`config.mk`:
```
export PLATFORM = sky130hd
export DESIGN_NAME = bts_blend
export DESIGN_NICKNAME = d
export VERILOG_FILES = /design/src/rtl/bilinear_texture_sampler_unit_assert.svh /design/src/rtl/bts_pkg.sv /design/src/rtl/bts_blend.sv
export SDC_FILE = /design/constraint.sdc
export NUM_CORES = 2
export LEC_CHECK = 0
export BUFFER_PORTS_ARGS = -buffer_cell sky130_fd_sc_hd__buf_2
export CORE_MARGIN = 8
export CORE_UTILIZATION = 66
export CTS_CLUSTER_SIZE = 16
export DETAILED_ROUTE_END_ITERATION = 16
export HOLD_SLACK_MARGIN = 0.1
export PLACE_DENSITY = 0.95
export REMOVE_ABC_BUFFERS = 1
export SYNTH_ARGS = -nofsm -noshare
export SYNTH_HDL_FRONTEND = slang
export SYNTH_SLANG_ARGS = --single-unit
export TNS_END_PERCENT = 50
```
`constraint.sdc`:
```
create_clock -name clk -period 8.8 [get_ports clk]
set_input_delay 1.76 -clock clk [delete_from_list [all_inputs] [get_ports clk]]
set_output_delay 1.76 -clock clk [all_outputs]
set_load 0.1 [all_outputs]
```
`src/rtl/bilinear_texture_sampler_unit_assert.svh`:
```
// ----------------------------------------------------------------------------
// Bilinear texture sampler assertion macros
// Shared property shapes, clocked on clk and disabled while rst_n is low.
// ----------------------------------------------------------------------------
`ifndef BILINEAR_TEXTURE_SAMPLER_UNIT_ASSERT_SVH
`define BILINEAR_TEXTURE_SAMPLER_UNIT_ASSERT_SVH

// Same-cycle implication
`define BTS_ASSERT_IMP(label, ante, cons, msg) \
    label: assert property (@(posedge clk) disable iff (!rst_n) (ante) |-> (cons)) \
        else $error(msg);

// Next-cycle implication
`define BTS_ASSERT_NEXT(label, ante, cons, msg) \
    label: assert property (@(posedge clk) disable iff (!rst_n) (ante) |=> (cons)) \
        else $error(msg);

`endif

```
`src/rtl/bts_pkg.sv`:
```
// ----------------------------------------------------------------------------
// Bilinear texture sampler package
// Widths, bank layout, stage control types and the blend function.
// ----------------------------------------------------------------------------
package bts_pkg;

    // Field widths
    localparam int ADDR_W       = 18;
    localparam int COORD_W      = 16;
    localparam int CHAN_W       = 8;
    localparam int NUM_CHAN     = 3;
    localparam int TEXEL_W      = NUM_CHAN * CHAN_W;

    // Square texture filling the whole store
    localparam int SIDE_W       = ADDR_W / 2;
    localparam int TEXTURE_SIDE = 1 << SIDE_W;

    // Blend weight
    localparam int FRAC_W       = 7;
    localparam int FRAC_ONE     = 1 << FRAC_W;

    // Four banks split by row and column parity
    localparam int NUM_BANKS    = 4;
    localparam int BANK_AW      = ADDR_W - 2;
    localparam int BANK_DEPTH   = 1 << BANK_AW;

    typedef enum logic
    {
        MODE_WRITE  = 1'b0,
        MODE_SAMPLE = 1'b1
    } mode_t;

    typedef logic [CHAN_W-1:0]                    chan_t;
    typedef logic [TEXEL_W-1:0]                   texel_t;
    typedef logic [FRAC_W-1:0]                    frac_t;
    typedef logic [1:0]                           bank_sel_t;
    typedef logic [NUM_BANKS-1:0][TEXEL_W-1:0]    bank_data_t;
    typedef logic [NUM_CHAN-1:0][CHAN_W-1:0]      chan_vec_t;

    // Control travelling alongside the bank read data
    typedef struct packed
    {
        logic      valid;
        frac_t     frac_u;
        frac_t     frac_v;
        bank_sel_t sel00;
        bank_sel_t sel10;
        bank_sel_t sel01;
        bank_sel_t sel11;
    } tap_ctl_t;

    // One linear blend step with truncation
    function automatic chan_t lerp8(chan_t a, chan_t b, frac_t f);
        logic [FRAC_W:0]            wa;
        logic [CHAN_W+FRAC_W-1:0]   pa;
        logic [CHAN_W+FRAC_W-1:0]   pb;
        logic [CHAN_W+FRAC_W:0]     sum;
        wa  = (FRAC_W+1)'(FRAC_ONE) - {1'b0, f};
        pa  = {{FRAC_W{1'b0}}, a} * {{(CHAN_W-1){1'b0}}, wa};
        pb  = {{FRAC_W{1'b0}}, b} * {{CHAN_W{1'b0}}, f};
        sum = {1'b0, pa} + {1'b0, pb};
        return sum[FRAC_W +: CHAN_W];
    endfunction

endpackage

```
`src/rtl/bts_blend.sv`:
```
// ----------------------------------------------------------------------------
// Bilinear blend pipeline
// Blends along u in the first stage and along v into the output register.
// ----------------------------------------------------------------------------
module bts_blend (
    input  logic                        clk,
    input  logic                        rst_n,
    input  bts_pkg::tap_ctl_t           tap_ctl,
    input  bts_pkg::bank_data_t         tap_data,
    output logic                        tap_take,
    output logic                        out_valid,
    input  logic                        out_ready,
    output logic [bts_pkg::CHAN_W-1:0]  sample_red,
    output logic [bts_pkg::CHAN_W-1:0]  sample_green,
    output logic [bts_pkg::CHAN_W-1:0]  sample_blue
);
    import bts_pkg::*;

    texel_t    t00, t10, t01, t11;
    chan_vec_t row_a_next, row_b_next, pix_next;
    logic      out_load, p1_free;

    logic      p1_valid_reg;
    chan_vec_t row_a_reg, row_b_reg;
    frac_t     frac_v_reg;
    logic      out_valid_reg;
    chan_vec_t pix_reg;

    // Pick the four neighbours out of the banks
    assign t00 = tap_data[tap_ctl.sel00];
    assign t10 = tap_data[tap_ctl.sel10];
    assign t01 = tap_data[tap_ctl.sel01];
    assign t11 = tap_data[tap_ctl.sel11];

    // Stage flow: load the output when it is empty or being taken
    assign out_load = !out_valid_reg || out_ready;
    assign p1_free  = !p1_valid_reg || out_load;
    assign tap_take = p1_free;

    // Blend each channel along u, then along v
    always_comb
    begin
        for (int c = 0; c < NUM_CHAN; c++)
        begin
            row_a_next[c] = lerp8(t00[c*CHAN_W +: CHAN_W], t10[c*CHAN_W +: CHAN_W],
                                  tap_ctl.frac_u);
            row_b_next[c] = lerp8(t01[c*CHAN_W +: CHAN_W], t11[c*CHAN_W +: CHAN_W],
                                  tap_ctl.frac_u);
            pix_next[c]   = lerp8(row_a_reg[c], row_b_reg[c], frac_v_reg);
        end
    end

    // Advance stage valids
    always_ff @(posedge clk or negedge rst_n)
    begin
        if (!rst_n)
        begin
            p1_valid_reg  <= 1'b0;
            out_valid_reg <= 1'b0;
        end
        else
        begin
            if (p1_free)
            begin
                p1_valid_reg <= tap_ctl.valid;
            end
            if (out_load)
            begin
                out_valid_reg <= p1_valid_reg;
            end
        end
    end

    // Hold stage payloads while stalled
    always_ff @(posedge clk)
    begin
        if (p1_free)
        begin
            row_a_reg  <= row_a_next;
            row_b_reg  <= row_b_next;
            frac_v_reg <= tap_ctl.frac_v;
        end
        if (out_load)
        begin
            pix_reg <= pix_next;
        end
    end

    assign out_valid    = out_valid_reg;
    assign sample_red   = pix_reg[2];
    assign sample_green = pix_reg[1];
    assign sample_blue  = pix_reg[0];

endmodule
```
Yosys cells after proc, flatten, opt, wreduce, memory -nomap -nowiden
Cells that the tools add are included.
{"block": "classes", "n_lt_le_gt_ge": 4, "n_reduce_logical": 4, "n_addsub": 11, "n_mul": 18, "muxes": 8}
{"operator": "binary-select mux 24 bit (select 2 bit)", "n": 4}
{"operator": "adder 15 bit", "n": 9}
{"operator": "multiplier 8 x 7 -> 15 bit", "n": 9}
{"operator": "multiplier 8 x 8 -> 15 bit", "n": 9}
{"operator": "two-way mux 24 bit", "n": 4}
{"operator": "subtractor 8 x 7 -> 8 bit (first input constant)", "n": 2}
{"operator": "less-than comparator 2 x 3 -> 1 bit (second input constant)", "n": 4}
{"operator": "zero test 1 bit", "n": 2}
{"operator": "logical OR 1 bit", "n": 2}
{"block": "totals", "inputBits": 122, "output_inout_bits": 26, "wordCells": 57, "regBits": 81}

Depth between registers and ports, before layout
{"block": "depth", "depth_word": 4, "ltp_mapped": 28, "ltp_nobuf": 25}

Least setup slack after synthesis
OpenSTA, ideal clock, no wires.
{"block": "synth_path", "kind": "input to register", "start": "in tap_ctl[15] (netlist name)", "end": "reg row_a_reg[23] (netlist name), data pin", "arrival_time_ns": 8.211, "n_path_buf": 3, "required_time_ns": 8.532, "setup_time_ns": 0.268, "stages": 26, "path_slack_ns": 0.322, "path_cell_list": "buf_2 inv_1 clkbuf_1 ha_1 nand2_1 or3_1 xor2_1 clkbuf_1 nand2_1 fa_1 inv_1 fa_1 fa_1 fa_1 fa_1 inv_1 fa_1 inv_1 ha_1 o21a_1 o21a_1 o221ai_1 a21boi_1 o21a_1 o41ai_1 xnor2_1"}
{"item": "from (decl)", "line_no": "bts_blend.sv:8", "source": "input bts_pkg::tap_ctl_t tap_ctl,"}
{"item": "to (signal assigned)", "line_no": "bts_blend.sv:79", "source": "row_a_reg <= row_a_next;"}
{"item": "to (decl)", "line_no": "bts_blend.sv:24", "source": "chan_vec_t row_a_reg, row_b_reg;"}

==> impl_metrics.tcl <==
set metrics [dict create \
    outcome "complete, no violations" \
    crit_chain "buf_2, nor3_2, nor3b_2, xor2_2, buf_4, nor2_1, fa_1, inv_1, fa_1, inv_1, fa_1, fa_1, fa_1, fa_1, ha_1, nor2b_1, o31a_1, o31a_1, o41a_1, nor3_1, a2bb2oi_1" \
    rsz0062_at_grt "no" \
    start_util 0.663 \
    clockBufferDepth 2 \
    relSlewSlack 0.420 \
    clkSinkCount 81 \
    cts_resized 0 \
    core_area_um2 58700 \
    worstPathRequired_ns 9.03 \
    worst_setup_path_end_kind "flip-flop" \
    max_freq_ghz 0.121 \
    drt-initial-drc-count 2643 \
    hpwlAfterDp_um 85800 \
    setup_ws_ns 0.555 \
    hold_violations 0 \
    syn_inst 4123 \
    final-setup-viol-count 0 \
    slowest_delay_ns 0.65 \
    rows 89 \
    arrival_ns 8.48 \
    synth-async-reset-ratio 0.0247 \
    grt_pass1_vias 33400 \
    num-nets-final 5634 \
    period_needed_ns 8.25 \
    via_per_inst 5.92 \
    antenna_found_initial 4 \
    ys_seq_area_frac 0.0623 \
    area.growth.synth_to_final_pct 5.91 \
    grt_use_total 0.319 \
    drt_pass1_iterations 9 \
    io_buffers 147 \
    ios 148 \
    worst_pin_slew_ns 0.864 \
    cp_slowest_cell "xor2_2" \
    vias 29700 \
    synth.distinct_cells 55 \
    clockRootBuffer "clkbuf_16" \
    cts_tree "yes" \
    setup.worst_path.class "in -> reg" \
    wl_per_cell_um 20.8 \
    htreeDepth 3 \
    chipWidth_um 259 \
    hold_buffers 0 \
    drv_slew 0 \
    synth_edf_count 79 \
    dieArea_um2 66900 \
    cts_inserted_buffers 9 \
    maxCapViolCount 0 \
    synth.avg_cell_area_um2 9.43 \
    place_ws_ns 0.268 \
    grt_pass1_wl_um 169000 \
    cp_common_cell "fa_1" \
    whs_ns 0.469 \
    fin_crit_sh 0.937 \
    clk_pin_slew_worst_paths_ns 0.07 \
    place_congestion 1.01 \
    synthFlopType "edfxtp_1" \
    layout-drive-gt1-share 0.0902 \
    hold_path_class "reg -> reg" \
    routed_wl_um 105000 \
    syn_area_um2 38900 \
    worstSetupStartpointType "primary input" \
    path_max_fanout 16 \
    grt-ovfl-total 0 \
    clk_latency_ns 0.37 \
    drtAntennaViolNets 0 \
    post_cts_buffers 0 \
    drc 0 \
    ys.warnings.count 0 \
    grt_max_degree 61 \
    fp.dieH_um 259 \
    ys_ff_latch 81 \
    fin_skew_ns 0.00873 \
    tns_ns 0 \
]
## critical path: cells and delay by family
kind,cells,cell delay [ns]
AOI/OAI and AO/OA,4,1.20
adders and majority gates,7,3.19
and+or+nand+nor,5,1.03
xor gates and xnor gates,1,0.65
buffers and inverters,4,0.62
## cell families (layout without fill, tap and decap cells)
| group | Yosys count | after routing | synth area share |
|---|---|---|---|
| adder cells (fa/ha/maj) | 1271 | 1271 | 0.557 |
| multiplexers | 132 | 132 | 0.0547 |
| AND/OR/NAND/NOR | 1247 | 1247 | 0.162 |
| XOR/XNOR | 137 | 137 | 0.0311 |
| flip-flops | 81 | 81 | 0.0623 |
| buffers and inverters | 1090 | 1212 | 0.106 |
| other | 0 | 4 | 0 |
| AO/OA/AOI/OAI | 165 | 165 | 0.0279 |
## metrics by stage
stage / cells / utilization / area [um^2]
after global placement: 5003 / 0.696 / 40900
after CTS: 5018 / 0.702 / 41200
after floorplan: 3982 / - / 38300
after global routing: 5021 / 0.702 / 41200
after detailed placement: 5003 / 0.696 / 40900
final: 5022 / 0.702 / 41200
## per-layer routing
layer,track usage,up-vias,part of all wire,routed length (um)
met3,0.0869,463,0.11,11400
met4,0.175,0,0.064,6740
met5,0,-,0,0
li1,-,12700,-,-
met2,0.533,1783,0.48,50300
met1,0.373,14800,0.35,36200
## cell type report
class                   count  area (um^2)
fillers                  3959        17500
clock inverters             5         81.3
repair buffers            248         1520
multi-input cells        2952        32400
diodes                      4         10.0
clock buffers              10          229
inverters                 949         3560
well taps                 773          967
flip-flops and latches     81         2420
## worst paths after layout
kind,startpoint,endpoint,slack [ns],cells past startpoint
max,tap_ctl[16],row_b_reg[7],0.55,21
max in group asynchronous,rst_n,p1_valid_reg,7.53,1
min,p1_valid_reg,out_valid,0.47,1
max reg2reg,frac_v_reg[1],sample_blue[7],1.28,21
min reg2reg,p1_valid_reg,out_valid,0.47,1
min in group asynchronous,rst_n,out_valid,1.17,1
## synth_stat cells, types with 16 or more instances
library cell / count / area share
o21ai_0: 16 / 0.0021
ha_1: 506 / 0.16
o21ai_1: 26 / 0.0033
xor2_1: 18 / 0.0041
nand2_1: 328 / 0.032
xnor2_1: 118 / 0.027
a21oi_1: 35 / 0.0045
mux4_2: 61 / 0.035
clkbuf_1: 117 / 0.011
inv_1: 949 / 0.092
and2_1: 534 / 0.086
buf_2: 18 / 0.0023
mux2i_1: 36 / 0.0093
fa_1: 765 / 0.39
mux2_2: 35 / 0.010
nor2_1: 301 / 0.029
o21a_1: 28 / 0.0054
edfxtp_1: 79 / 0.061
## placed cells by master, fill, tap and decap left out, types with 4 or more instances in the layout
master / instances
and4b_1: 4
nand2_1: 328
a21o_1: 8
o21bai_1: 9
o21a_1: 28
xnor2_2: 4
and3_1: 5
buf_4: 99
nand3_1: 8
and4_1: 9
a41o_1: 4
clkbuf_16: 9
nor2b_1: 9
diode_2: 4
ha_1: 506
inv_1: 949
o221ai_1: 9
o21ai_0: 16
xor2_1: 15
edfxtp_1: 79
o21ai_1: 26
buf_2: 147
and2_1: 534
nor3_1: 12
fa_1: 765
nor2_1: 301
a21boi_0: 5
xnor2_1: 115
nand2b_1: 5
mux2i_1: 36
or2_2: 12
or3_1: 9
o31ai_1: 6
mux2_2: 35
a21oi_1: 35
o31a_1: 4
mux4_2: 61
Power is left out: the tool's default activity adds up to more than one toggle a clock period on the data nets, which glitch-free logic cannot reach.
